## src/nsa_pkg.sv

```systemverilog
`timescale 1ns / 1ps
// ----------------------------------------------------------------------------
// nsa_pkg: shared types and constants of the note stack arpeggiator
// Action, result and register codes, reset values, pitch table and the
// command/status bundles between the controller and the datapath.
// ----------------------------------------------------------------------------
package nsa_pkg;

	// input actions
	localparam logic [1:0] ACT_TICK = 2'd0;
	localparam logic [1:0] ACT_ON   = 2'd1;
	localparam logic [1:0] ACT_OFF  = 2'd2;

	// result kinds
	localparam logic [1:0] KIND_FREQ  = 2'd0;
	localparam logic [1:0] KIND_START = 2'd1;
	localparam logic [1:0] KIND_STOP  = 2'd2;

	// register indexes
	localparam int          CFG_IDX_W      = 1;
	localparam int          CFG_DATA_W     = 16;
	localparam logic [0:0]  REG_ARP_VOICES = 1'b0;
	localparam logic [0:0]  REG_ARP_PERIOD = 1'b1;

	// defaults for the top level parameters
	localparam int NUM_VOICES_DEF  = 3;
	localparam int STACK_DEPTH_DEF = 8;
	localparam int TICK_RATE_DEF   = 1000000;

	localparam int           ARP_BITS       = 3;
	localparam logic [15:0]  ARP_PERIOD_RST = 16'd40000;
	localparam logic [15:0]  DIV_RST        = ARP_PERIOD_RST / 2;
	localparam logic [7:0]   NOTE_NONE      = 8'd255;

	// base increment width covers the slowest tick rate; shift adds up to 10 octaves
	localparam int BASE_W = 41;
	localparam int SH_W   = BASE_W + 10;

	typedef logic [20:0] freq_t;

	// pitch classes of octave 0 in Q16 Hz
	localparam freq_t FREQ_Q16 [12] = '{
		21'd1071616, 21'd1135340, 21'd1202848, 21'd1274378,
		21'd1350154, 21'd1430441, 21'd1515500, 21'd1605612,
		21'd1701089, 21'd1802240, 21'd1909407, 21'd2022948
	};

	typedef struct packed {
		logic       load_item;
		logic       div_dec;
		logic       div_reload;
		logic       div_one;
		logic       vi_clear;
		logic       vi_inc;
		logic       tick_read;
		logic       snd_update;
		logic       push_note;
		logic       off_clear;
		logic       off_read;
		logic       off_step;
		logic       off_commit;
		logic       emit;
		logic [1:0] emit_kind;
		logic       flush;
	} cmd_t;

	typedef struct packed {
		logic is_tick;
		logic is_on;
		logic is_off;
		logic cnt_zero;
		logic arp_sel;
		logic div_zero;
		logic snd_diff;
		logic vi_last;
		logic r_done;
		logic w_zero;
		logic pend_valid;
		logic out_free;
	} sts_t;

endpackage

```

## src/nsa_ifs.sv

```systemverilog
`timescale 1ns / 1ps
// ----------------------------------------------------------------------------
// nsa_ifs: channel interfaces of the note stack arpeggiator
// Input beat (action, voice, note) and result beat (kind, voice, word, last).
// ----------------------------------------------------------------------------
interface nsa_in_if;
	logic       valid;
	logic       ready;
	logic [1:0] action;
	logic [1:0] voice;
	logic [6:0] note;

	modport source (output valid, action, voice, note, input ready);
	modport sink (input valid, action, voice, note, output ready);
endinterface

interface nsa_out_if;
	logic        valid;
	logic        ready;
	logic [1:0]  kind;
	logic [1:0]  target_voice;
	logic [31:0] phase_increment;
	logic        last;

	modport source (output valid, kind, target_voice, phase_increment, last, input ready);
	modport sink (input valid, kind, target_voice, phase_increment, last, output ready);
endinterface

```

## src/nsa_ram.sv

```systemverilog
`timescale 1ns / 1ps
// ----------------------------------------------------------------------------
// nsa_ram: generic simple dual-port RAM
// One write port, one read port with registered read data.
// ----------------------------------------------------------------------------
module nsa_ram #(
	parameter int WIDTH = 8,
	parameter int DEPTH = 16,
	localparam int AW = (DEPTH > 1) ? $clog2(DEPTH) : 1
) (
	input  logic             clk,
	input  logic             we,
	input  logic [AW-1:0]    waddr,
	input  logic [WIDTH-1:0] wdata,
	input  logic [AW-1:0]    raddr,
	output logic [WIDTH-1:0] rdata
);

	logic [WIDTH-1:0] mem_q [DEPTH];

	always_ff @(posedge clk) begin
		if (we) begin
			mem_q[waddr] <= wdata;
		end
		rdata <= mem_q[raddr];
	end

endmodule

```

## src/nsa_ctrl.sv

```systemverilog
`timescale 1ns / 1ps
// ----------------------------------------------------------------------------
// nsa_ctrl: sequencer of the note stack arpeggiator
// Walks ticks over the voices, note-off compaction over the stack, and
// holds one result back so the final beat of an item carries last.
// ----------------------------------------------------------------------------
module nsa_ctrl (
	input  logic          clk,
	input  logic          arst_n,
	input  logic          in_valid,
	output logic          in_ready,
	input  nsa_pkg::sts_t sts,
	output nsa_pkg::cmd_t cmd
);

	localparam logic [3:0] ST_IDLE   = 4'd0;
	localparam logic [3:0] ST_DECODE = 4'd1;
	localparam logic [3:0] ST_TVOICE = 4'd2;
	localparam logic [3:0] ST_TREAD  = 4'd3;
	localparam logic [3:0] ST_TWORD  = 4'd4;
	localparam logic [3:0] ST_TNEXT  = 4'd5;
	localparam logic [3:0] ST_NON    = 4'd6;
	localparam logic [3:0] ST_ORD    = 4'd7;
	localparam logic [3:0] ST_OCMP   = 4'd8;
	localparam logic [3:0] ST_OEND   = 4'd9;
	localparam logic [3:0] ST_FIN    = 4'd10;

	logic [3:0] state_q;
	logic [3:0] state_d;

	always_ff @(posedge clk or negedge arst_n) begin
		if (!arst_n) begin
			state_q <= ST_IDLE;
		end else begin
			state_q <= state_d;
		end
	end

	always_comb begin
		state_d  = state_q;
		cmd      = '0;
		in_ready = 1'b0;
		case (state_q)
			ST_IDLE: begin
				in_ready = 1'b1;
				if (in_valid) begin
					cmd.load_item = 1'b1;
					state_d       = ST_DECODE;
				end
			end
			ST_DECODE: begin
				if (sts.is_tick) begin
					cmd.div_dec  = 1'b1;
					cmd.vi_clear = 1'b1;
					state_d      = ST_TVOICE;
				end else if (sts.is_on) begin
					state_d = ST_NON;
				end else if (sts.is_off) begin
					cmd.off_clear = 1'b1;
					state_d       = ST_ORD;
				end else begin
					state_d = ST_IDLE;
				end
			end
			ST_TVOICE: begin
				if (sts.cnt_zero || (sts.arp_sel && !sts.div_zero)) begin
					state_d = ST_TNEXT;
				end else begin
					cmd.tick_read = 1'b1;
					state_d       = ST_TREAD;
				end
			end
			ST_TREAD: begin
				if (sts.arp_sel || sts.snd_diff) begin
					cmd.snd_update = 1'b1;
					state_d        = ST_TWORD;
				end else begin
					state_d = ST_TNEXT;
				end
			end
			ST_TWORD: begin
				if (!sts.pend_valid || sts.out_free) begin
					cmd.emit      = 1'b1;
					cmd.emit_kind = nsa_pkg::KIND_FREQ;
					state_d       = ST_TNEXT;
				end
			end
			ST_TNEXT: begin
				if (sts.vi_last) begin
					cmd.div_reload = sts.div_zero;
					state_d        = ST_FIN;
				end else begin
					cmd.vi_inc = 1'b1;
					state_d    = ST_TVOICE;
				end
			end
			ST_NON: begin
				cmd.push_note = 1'b1;
				cmd.emit      = 1'b1;
				cmd.emit_kind = nsa_pkg::KIND_START;
				state_d       = ST_FIN;
			end
			ST_ORD: begin
				if (sts.r_done) begin
					state_d = ST_OEND;
				end else begin
					cmd.off_read = 1'b1;
					state_d      = ST_OCMP;
				end
			end
			ST_OCMP: begin
				cmd.off_step = 1'b1;
				state_d      = ST_ORD;
			end
			ST_OEND: begin
				cmd.off_commit = 1'b1;
				cmd.div_one    = 1'b1;
				if (sts.w_zero) begin
					cmd.emit      = 1'b1;
					cmd.emit_kind = nsa_pkg::KIND_STOP;
				end
				state_d = ST_FIN;
			end
			ST_FIN: begin
				if (!sts.pend_valid) begin
					state_d = ST_IDLE;
				end else if (sts.out_free) begin
					cmd.flush = 1'b1;
					state_d   = ST_IDLE;
				end
			end
			default: begin
				state_d = ST_IDLE;
			end
		endcase
	end

endmodule

```

## src/nsa_dp.sv

```systemverilog
`timescale 1ns / 1ps
// ----------------------------------------------------------------------------
// nsa_dp: datapath of the note stack arpeggiator
// Note stacks in RAM, per-voice counts and positions, step divider,
// config registers, pitch word unit, pending and output result registers.
// ----------------------------------------------------------------------------
module nsa_dp #(
	parameter int NUM_VOICES  = nsa_pkg::NUM_VOICES_DEF,
	parameter int STACK_DEPTH = nsa_pkg::STACK_DEPTH_DEF,
	parameter int TICK_RATE   = nsa_pkg::TICK_RATE_DEF
) (
	input  logic                                clk,
	input  logic                                arst_n,
	input  nsa_pkg::cmd_t                       cmd,
	output nsa_pkg::sts_t                       sts,
	input  logic                                cfg_wen,
	input  logic [nsa_pkg::CFG_IDX_W-1:0]       cfg_index,
	input  logic [nsa_pkg::CFG_DATA_W-1:0]      cfg_data,
	input  logic [1:0]                          in_action,
	input  logic [1:0]                          in_voice,
	input  logic [6:0]                          in_note,
	output logic                                out_valid,
	input  logic                                out_ready,
	output logic [1:0]                          out_kind,
	output logic [1:0]                          out_voice,
	output logic [31:0]                         out_word,
	output logic                                out_last
);

	localparam int VI_W    = (NUM_VOICES > 1) ? $clog2(NUM_VOICES) : 1;
	localparam int CNT_W   = $clog2(STACK_DEPTH + 1);
	localparam int ENTRIES = NUM_VOICES * STACK_DEPTH;
	localparam int ADDR_W  = (ENTRIES > 1) ? $clog2(ENTRIES) : 1;

	// item
	logic [1:0] action_q;
	logic [1:0] voice_q;
	logic [6:0] note_q;

	// per-voice state
	logic [CNT_W-1:0] cnt_q [NUM_VOICES];
	logic [CNT_W-1:0] pos_q [NUM_VOICES];
	logic [7:0]       snd_q [NUM_VOICES];

	logic [15:0]                  div_q;
	logic [nsa_pkg::ARP_BITS-1:0] arp_voices_q;
	logic [15:0]                  arp_period_q;

	logic [VI_W-1:0]  vi_q;
	logic [CNT_W-1:0] r_q;
	logic [CNT_W-1:0] w_q;
	logic [6:0]       wnote_q;

	logic        pend_valid_q;
	logic [1:0]  pend_kind_q;
	logic [1:0]  pend_voice_q;
	logic [31:0] pend_word_q;

	logic        out_valid_q;
	logic [1:0]  out_kind_q;
	logic [1:0]  out_voice_q;
	logic [31:0] out_word_q;
	logic        out_last_q;

	logic [NUM_VOICES-1:0] arp_mask;
	logic [CNT_W-1:0]      cur_cnt;
	logic [CNT_W-1:0]      cur_pos;
	logic [CNT_W-1:0]      pos_fix;
	logic                  cnt_full;
	logic                  voice_ok;
	logic                  keep;
	logic [ADDR_W-1:0]     vbase;
	logic [ADDR_W-1:0]     raddr;
	logic [ADDR_W-1:0]     waddr;
	logic                  we;
	logic [6:0]            wdata;
	logic [6:0]            rd_data;
	logic                  out_free;

	// pitch word
	logic [nsa_pkg::BASE_W-1:0] base_tbl [12];
	logic [12:0]                oct_prod;
	logic [3:0]                 oct;
	logic [6:0]                 oct12;
	logic [6:0]                 pc_full;
	logic [nsa_pkg::SH_W-1:0]   shifted;
	logic [31:0]                word;

	for (genvar g = 0; g < 12; g++) begin : g_base
		assign base_tbl[g] = nsa_pkg::BASE_W'(
			(64'(nsa_pkg::FREQ_Q16[g]) << 32) / 64'(TICK_RATE));
	end

	for (genvar g = 0; g < NUM_VOICES; g++) begin : g_arp
		if (g < nsa_pkg::ARP_BITS) begin : g_bit
			assign arp_mask[g] = arp_voices_q[g];
		end else begin : g_none
			assign arp_mask[g] = 1'b0;
		end
	end

	nsa_ram #(
		.WIDTH (7),
		.DEPTH (ENTRIES)
	) u_stack_ram (
		.clk   (clk),
		.we    (we),
		.waddr (waddr),
		.wdata (wdata),
		.raddr (raddr),
		.rdata (rd_data)
	);

	assign cur_cnt  = cnt_q[vi_q];
	assign cur_pos  = pos_q[vi_q];
	assign pos_fix  = (cur_pos >= cur_cnt) ? '0 : cur_pos;
	assign cnt_full = (cur_cnt >= CNT_W'(STACK_DEPTH));
	assign voice_ok = ({30'd0, voice_q} < 32'(NUM_VOICES));
	assign keep     = (rd_data != note_q);
	assign vbase    = ADDR_W'(vi_q) * ADDR_W'(STACK_DEPTH);
	assign raddr    = cmd.off_read ?
		vbase + ADDR_W'(r_q) : vbase + ADDR_W'(arp_mask[vi_q] ? pos_fix : '0);
	assign waddr    = cmd.push_note ? vbase + ADDR_W'(cur_cnt) : vbase + ADDR_W'(w_q);
	assign we       = (cmd.push_note && !cnt_full) || (cmd.off_step && keep);
	assign wdata    = cmd.push_note ? note_q : rd_data;
	assign out_free = !out_valid_q || out_ready;

	// note / 12 by reciprocal (43/512 is exact for 7-bit notes)
	assign oct_prod = 13'(wnote_q) * 13'd43;
	assign oct      = oct_prod[12:9];
	assign oct12    = 7'({oct, 3'b000}) + 7'({oct, 2'b00});
	assign pc_full  = wnote_q - oct12;
	assign shifted  = nsa_pkg::SH_W'(base_tbl[pc_full[3:0]]) << oct;
	assign word     = (|shifted[nsa_pkg::SH_W-1:48]) ? '1 : shifted[47:16];

	always_comb begin
		sts            = '0;
		sts.is_tick    = (action_q == nsa_pkg::ACT_TICK);
		sts.is_on      = (action_q == nsa_pkg::ACT_ON) && voice_ok;
		sts.is_off     = (action_q == nsa_pkg::ACT_OFF) && voice_ok;
		sts.cnt_zero   = (cur_cnt == '0);
		sts.arp_sel    = arp_mask[vi_q];
		sts.div_zero   = (div_q == '0);
		sts.snd_diff   = (snd_q[vi_q] != {1'b0, rd_data});
		sts.vi_last    = (vi_q == VI_W'(NUM_VOICES - 1));
		sts.r_done     = (r_q == cur_cnt);
		sts.w_zero     = (w_q == '0);
		sts.pend_valid = pend_valid_q;
		sts.out_free   = out_free;
	end

	// control state
	always_ff @(posedge clk or negedge arst_n) begin
		if (!arst_n) begin
			for (int i = 0; i < NUM_VOICES; i++) begin
				cnt_q[i] <= '0;
				pos_q[i] <= '0;
				snd_q[i] <= nsa_pkg::NOTE_NONE;
			end
			div_q        <= nsa_pkg::DIV_RST;
			arp_voices_q <= '0;
			arp_period_q <= nsa_pkg::ARP_PERIOD_RST;
			vi_q         <= '0;
			r_q          <= '0;
			w_q          <= '0;
			pend_valid_q <= 1'b0;
			out_valid_q  <= 1'b0;
		end else begin
			if (cfg_wen) begin
				case (cfg_index)
					nsa_pkg::REG_ARP_VOICES: arp_voices_q <= cfg_data[nsa_pkg::ARP_BITS-1:0];
					nsa_pkg::REG_ARP_PERIOD: arp_period_q <= cfg_data;
					default: ;
				endcase
			end

			if (cmd.load_item) begin
				vi_q <= VI_W'(in_voice);
			end else if (cmd.vi_clear) begin
				vi_q <= '0;
			end else if (cmd.vi_inc) begin
				vi_q <= vi_q + 1'b1;
			end

			if (cmd.div_dec) begin
				div_q <= div_q - 16'd1;
			end else if (cmd.div_reload) begin
				div_q <= arp_period_q;
			end else if (cmd.div_one) begin
				div_q <= 16'd1;
			end

			if (cmd.tick_read && arp_mask[vi_q]) begin
				pos_q[vi_q] <= pos_fix + 1'b1;
			end
			if (cmd.snd_update) begin
				snd_q[vi_q] <= {1'b0, rd_data};
			end

			if (cmd.push_note && !cnt_full) begin
				cnt_q[vi_q] <= cur_cnt + 1'b1;
			end else if (cmd.off_commit) begin
				cnt_q[vi_q] <= w_q;
			end

			if (cmd.off_clear) begin
				r_q <= '0;
				w_q <= '0;
			end else if (cmd.off_step) begin
				r_q <= r_q + 1'b1;
				if (keep) begin
					w_q <= w_q + 1'b1;
				end
			end

			if (cmd.emit) begin
				pend_valid_q <= 1'b1;
			end else if (cmd.flush) begin
				pend_valid_q <= 1'b0;
			end

			if ((cmd.emit || cmd.flush) && pend_valid_q) begin
				out_valid_q <= 1'b1;
			end else if (out_ready) begin
				out_valid_q <= 1'b0;
			end
		end
	end

	// payload
	always_ff @(posedge clk) begin
		if (cmd.load_item) begin
			action_q <= in_action;
			voice_q  <= in_voice;
			note_q   <= in_note;
		end
		if (cmd.snd_update) begin
			wnote_q <= rd_data;
		end
		if (cmd.emit) begin
			pend_kind_q  <= cmd.emit_kind;
			pend_voice_q <= 2'(vi_q);
			pend_word_q  <= (cmd.emit_kind == nsa_pkg::KIND_FREQ) ? word : '0;
		end
		if ((cmd.emit || cmd.flush) && pend_valid_q) begin
			out_kind_q  <= pend_kind_q;
			out_voice_q <= pend_voice_q;
			out_word_q  <= pend_word_q;
			out_last_q  <= cmd.flush;
		end
	end

	assign out_valid = out_valid_q;
	assign out_kind  = out_kind_q;
	assign out_voice = out_voice_q;
	assign out_word  = out_word_q;
	assign out_last  = out_last_q;

endmodule

```

## src/note_stack_arpeggiator.sv

```systemverilog
`timescale 1ns / 1ps
// ----------------------------------------------------------------------------
// note_stack_arpeggiator: held-note stacks, arpeggiator and pitch words
// Top level: joins the sequencer and the datapath to the beat channels.
// ----------------------------------------------------------------------------
// Flow from beat taken to final result valid: note on DECODE, NON, FIN; note
//   off ORD and OCMP per held note, then OEND, FIN; tick each voice through
//   TVOICE, TREAD on a note read (registered RAM read port), TWORD on a new
//   word, TNEXT, then FIN. One item at a time; the next beat is taken in the
//   cycle after the final result is loaded, and output stalls add directly.
// Reset: arst_n clears counts, positions, divider, config and both result
//   registers at once; stack RAM contents are left as they are.
module note_stack_arpeggiator #(
	parameter int NUM_VOICES  = nsa_pkg::NUM_VOICES_DEF,
	parameter int STACK_DEPTH = nsa_pkg::STACK_DEPTH_DEF,
	parameter int TICK_RATE   = nsa_pkg::TICK_RATE_DEF
) (
	input  logic                            clk,
	input  logic                            arst_n,
	nsa_in_if.sink                          item,
	nsa_out_if.source                       result,
	input  logic                            cfg_wen,
	input  logic [nsa_pkg::CFG_IDX_W-1:0]   cfg_index,
	input  logic [nsa_pkg::CFG_DATA_W-1:0]  cfg_data
);

	nsa_pkg::cmd_t cmd;
	nsa_pkg::sts_t sts;
	logic          in_ready;

	// sequencer: IDLE takes a beat, then walks the item to its last result
	nsa_ctrl u_ctrl (
		.clk      (clk),
		.arst_n   (arst_n),
		.in_valid (item.valid),
		.in_ready (in_ready),
		.sts      (sts),
		.cmd      (cmd)
	);

	assign item.ready = in_ready;

	// datapath: one result held back in a pending slot so the last flag is
	// known before the beat leaves through the output register
	nsa_dp #(
		.NUM_VOICES  (NUM_VOICES),
		.STACK_DEPTH (STACK_DEPTH),
		.TICK_RATE   (TICK_RATE)
	) u_dp (
		.clk       (clk),
		.arst_n    (arst_n),
		.cmd       (cmd),
		.sts       (sts),
		.cfg_wen   (cfg_wen),
		.cfg_index (cfg_index),
		.cfg_data  (cfg_data),
		.in_action (item.action),
		.in_voice  (item.voice),
		.in_note   (item.note),
		.out_valid (result.valid),
		.out_ready (result.ready),
		.out_kind  (result.kind),
		.out_voice (result.target_voice),
		.out_word  (result.phase_increment),
		.out_last  (result.last)
	);

endmodule

```

## src/flat_wrapper.sv

```systemverilog
// flat-port wrapper written by rule: the top's interface ports become plain ports
module note_stack_arpeggiator_flat 
#(
	parameter int NUM_VOICES  = nsa_pkg::NUM_VOICES_DEF,
	parameter int STACK_DEPTH = nsa_pkg::STACK_DEPTH_DEF,
	parameter int TICK_RATE   = nsa_pkg::TICK_RATE_DEF
)
  (clk, arst_n, cfg_wen, cfg_index, cfg_data, item_valid, item_action, item_voice, item_note, item_ready, result_valid, result_kind, result_target_voice, result_phase_increment, result_last, result_ready);
  nsa_in_if item_i ();
  nsa_out_if result_i ();
  input  logic clk;
  input  logic arst_n;
  input  logic cfg_wen;
  input  logic [nsa_pkg::CFG_IDX_W-1:0] cfg_index;
  input  logic [nsa_pkg::CFG_DATA_W-1:0] cfg_data;
  input wire logic [$bits(item_i.valid)-1:0] item_valid;
  input wire logic [$bits(item_i.action)-1:0] item_action;
  input wire logic [$bits(item_i.voice)-1:0] item_voice;
  input wire logic [$bits(item_i.note)-1:0] item_note;
  output wire logic [$bits(item_i.ready)-1:0] item_ready;
  output wire logic [$bits(result_i.valid)-1:0] result_valid;
  output wire logic [$bits(result_i.kind)-1:0] result_kind;
  output wire logic [$bits(result_i.target_voice)-1:0] result_target_voice;
  output wire logic [$bits(result_i.phase_increment)-1:0] result_phase_increment;
  output wire logic [$bits(result_i.last)-1:0] result_last;
  input wire logic [$bits(result_i.ready)-1:0] result_ready;
  assign item_i.valid = item_valid;
  assign item_i.action = item_action;
  assign item_i.voice = item_voice;
  assign item_i.note = item_note;
  assign item_ready = item_i.ready;
  assign result_valid = result_i.valid;
  assign result_kind = result_i.kind;
  assign result_target_voice = result_i.target_voice;
  assign result_phase_increment = result_i.phase_increment;
  assign result_last = result_i.last;
  assign result_i.ready = result_ready;
  note_stack_arpeggiator #(.NUM_VOICES(NUM_VOICES), .STACK_DEPTH(STACK_DEPTH), .TICK_RATE(TICK_RATE)) u_core (.clk(clk), .arst_n(arst_n), .item(item_i), .result(result_i), .cfg_wen(cfg_wen), .cfg_index(cfg_index), .cfg_data(cfg_data));
endmodule
```

## config.mk

```make
export PLATFORM = sky130hd
export DESIGN_NAME = note_stack_arpeggiator_flat
export DESIGN_NICKNAME = d
export VERILOG_FILES = /design/src/nsa_pkg.sv /design/src/nsa_ifs.sv /design/src/nsa_ram.sv /design/src/nsa_ctrl.sv /design/src/nsa_dp.sv /design/src/note_stack_arpeggiator.sv /design/src/flat_wrapper.sv
export SDC_FILE = /design/constraint.sdc
export NUM_CORES = 1
export LEC_CHECK = 0
export BUFFER_PORTS_ARGS = -buffer_cell sky130_fd_sc_hd__buf_2
export CORE_ASPECT_RATIO = 1.25
export CORE_UTILIZATION = 30
export CTS_CLUSTER_SIZE = 24
export DETAILED_ROUTE_END_ITERATION = 10
export GPL_TIMING_DRIVEN = 0
export RECOVER_POWER = 100
export SKIP_CTS_REPAIR_TIMING = 1
export SLEW_MARGIN = 20
export SYNTH_ARGS = -nofsm -noshare
export SYNTH_HDL_FRONTEND = slang
export SYNTH_SLANG_ARGS = --single-unit
```

## constraint.sdc

```tcl
create_clock -name clk -period 11.45 [get_ports clk]
set_clock_uncertainty 0.2 [all_clocks]
set_input_delay 1.7175 -clock clk [delete_from_list [all_inputs] [get_ports clk]]
set_output_delay 1.7175 -clock clk [all_outputs]
set_load 0.05 [all_outputs]
```

==> impl_metrics.toml <==
[outcome]
status = "finished, violations left"
violations = "capacitance limit, slew limit"

[critical_path]
crit_path_cell_trace = "ha_1 > inv_1 > fa_1 > fa_1 > inv_1 > ha_1 > a21oi_1 > o21ai_0 > o21ai_0 > nand2_1 > inv_1 > clkbuf_1 > clkbuf_1 > ha_1 > xnor2_1 > nor2_1 > a221o_1 > nor2_1 > mux4_2 > o21ai_0 > a221oi_1 > a211oi_1"
crit_family = "compound AO/OA/AOI/OAI gates"
r2r_end = "u_core.u_dp.pend_word_q[14]"
start_kind = "flop"
r2r_start = "u_core.u_dp.wnote_q[1]"
endpoint_kind = "flop"
path_max_fanout = 10
setup.worst_path.class = "flop to flop"
cp.required_ns = 11.60
worst-path-buf-inv = 5
reg2reg_depth = 22
r2r_slack_ns = 1.22
crit_slowest_cell = "o21ai_0"
slowest_delay_ns = 0.95
cp.arrival_ns = 10.38

[layout]
n_antenna_cell = 0
drive_above_1_share_pct = 13.21
areaGrowthSynthToFinish_pct = 13.57
nets = 1817
seqCellArea_um2 = 10440
nFillCells = 6211
multi_input_area_um2 = 7934

[timing]
finalWorstPathRequiredPeriod_ns = 10.23
worst_pin_slew_ns = 4.212
fmax_mhz = 97.73
hold_violations = 0
drv_slew = 97
finalSetupViolCount = 0
setup-tns-final_ns = 0
relSlewSlack_pct = -180.8
grt_setup_unrepaired = "no"
period_share_pct = 89.37

[placed_design]
portBuffers = 71
hpwl_um = 40370
gp_congestion = 0.9648

[logic_synthesis]
avgSynthCellArea_um2 = 11.79
synth_edf_count = 259
yosysWarningCount = 0
yosysTopAreaCellShare_pct = 40.98
synthTopCellsByCount = "edfxtp_1 (259), nand2_1 (165), nor2_1 (111), a21oi_1 (97), o21ai_0 (76)"
syn_nets = 1702
synth_area_leader_cell = "edfxtp_1"
ys.flop_type = "edfxtp_1"
ys_seq_area_share_pct = 55.00
ys_async_sr_fraction_pct = 27.12
ys_ff_latch = 365
yosys.cell_types.count = 89
ys_top_cells_by_area = "edfxtp_1 (41%), dfrtp_1 (8.6%), dfstp_2 (4.7%), mux2_2 (4.0%), mux2i_1 (3.9%)"
syn_area_um2 = 18980
yosysMostFrequentCell = "edfxtp_1"
syn_inst = 1610

[detailed_routing]
viasPerCell = 5.389
dr_total_vias = 13948
wl_per_cell_um = 21.34
drt_iter0_markers = 1089
drtPass1Iterations = 6
drt_wl_total_um = 55230
drc = 0
antenna_left = 0

[cts]
tritoncts = "built"
numCtsBuffers = 40
cts_sinks = 365
clk_latency_ns = 0.56
htree_levels = 2
root_buffer = "clkbuf_16"
clkSlewWorstSetupHoldPaths_ns = 0.05
clockBufferDepth = 3

[grt]
grt_max_degree = 79
grt_use_total_pct = 17.03
grt_pass1_vias = 13800
antenna_found_initial = 0
grt_pass1_wl_um = 83950
grt_overflow = 0

[worst_hold_path]
hold_end = "u_core.u_dp.out_word[23]"
worstHoldPathCells = 0
holdCritStartpoint = "u_core.u_dp.pend_word_q[23]"
hp-class = "flop to flop"

[floorplanning]
core_um2 = 62280
die_w_um = 227.0
io_pins = 72
die-area_um2 = 64280
rows = 102
dieHeight_um = 283.2
start_util_pct = 30.47

[run]
max_cap_viol_count = 3
stage by stage:
stage          utilization, %  hold slack (ns)  cell area [µm²]  cells  setup slack [ns]
5_1_grt                 34.61           0.2240            21550   2588             1.094
6_report                34.61           0.2159            21550   2588             1.217
3_5_place_dp            32.86           0.2045            20460   2515             2.426
4_1_cts                 34.86           0.2176            21710   2588             2.467
2_1_floorplan               -           0.2003            18980   1610             4.813
3_3_place_gp            32.71           0.2067            20370   2513             2.253
how the worst max path moves through the flow:
| stage | end | from | cells after the start | slack, ns |
|---|---|---|---|---|
| 2_1_floorplan | u_core.u_dp.pend_word_q[20] | u_core.u_dp.wnote_q[1] | 23 | 4.81 |
| 3_3_place_gp | u_core.u_dp.pend_word_q[13] | u_core.u_dp.wnote_q[1] | 23 | 2.25 |
| 3_5_place_dp | u_core.u_dp.pend_word_q[13] | u_core.u_dp.wnote_q[1] | 23 | 2.43 |
| 4_1_cts | u_core.u_dp.pend_word_q[13] | u_core.u_dp.wnote_q[1] | 23 | 2.47 |
| 5_1_grt | u_core.u_dp.pend_word_q[14] | u_core.u_dp.wnote_q[1] | 22 | 1.09 |
| 6_report | u_core.u_dp.pend_word_q[14] | u_core.u_dp.wnote_q[1] | 22 | 1.22 |
final cells by class:
type,instances,share of cell area [%]
plain buffers,92,1.898
clock buffers,55,5.242
clock inverters,18,0.5399
inverters,48,0.8359
multi-input cells,1105,36.81
flip-flops and latches,365,48.43
well taps,832,4.830
repair buffers,73,1.416
layout by cell type (no fill, tap or decap), drive strengths merged, types with 13 or more instances in the layout:
master / count
a21oi: 100
xor2: 14
nor2b: 14
dfrtp: 65
o21ai: 87
buf: 51
xnor2: 30
clkinv: 16
mux4: 19
nor2: 112
nand2: 165
a211oi: 20
dfstp: 34
nand4: 22
a221o: 13
clkbuf: 169
o211ai: 14
mux2: 71
o221ai: 13
nand3: 36
ha: 53
and2: 13
inv: 48
nand2b: 14
edfxtp: 259
a31oi: 15
a221oi: 22
mux2i: 75
nor3: 25
cell families (layout without fill, tap and decap cells):
logic type	Yosys count	count (layout)	synth area share, %
simple gates	445	445	10.87
compound gates	391	391	14.12
flops	365	365	55.00
mux	165	165	10.53
buf+inv	140	286	3.125
fa+ha+maj	59	59	4.127
xor+xnor	45	45	2.228
per-layer routing:
metal  global-route usage [%]  routed length [µm]  part of all wire [%]  vias to the layer above
met1                    21.15               22540                    41                     6884
met5                        0                   0                     0                        -
met2                    28.46               26660                    48                      559
met3                    2.468                2908                   5.3                      172
li1                         -                   -                     -                     6333
met4                    8.842                3114                   5.6                        0
sequential cells by signal, indices dropped and copies added (netlist names), 3 cells and up:
register,cells
u_core.u_ctrl.state_q,4
u_core.u_dp.u_stack_ram.rdata,7
u_core.u_dp.arp_period_q,16
u_core.u_dp.snd_q,24
u_core.u_dp.div_q,16
u_core.u_dp.cnt_q,12
u_core.u_dp.r_q,4
u_core.u_dp.arp_mask,3
u_core.u_dp.pend_word_q,32
u_core.u_dp.u_stack_ram.mem_q,168
u_core.u_dp.wnote_q,7
u_core.u_dp.w_q,4
u_core.u_dp.out_word,32
u_core.u_dp.pos_q,12
u_core.u_dp.note_q,7
worst reg2reg max path, stage by stage (launching register included):
cell,delay [ns]
edfxtp_1,0.54
ha_1,0.35
inv_1,0.05
fa_1,0.51
fa_1,0.54
inv_1,0.04
ha_1,0.30
a21oi_1,0.25
o21ai_0,0.20
o21ai_0,0.95
nand2_1,0.38
inv_1,0.48
clkbuf_1,0.56
clkbuf_1,0.56
ha_1,0.32
xnor2_1,0.49
nor2_1,0.16
a221o_1,0.50
nor2_1,0.91
mux4_2,0.70
o21ai_0,0.55
a221oi_1,0.19
a211oi_1,0.32
Power is not shown: default switching activity piles up to over one toggle a cycle in this logic, so the estimate is an artifact.
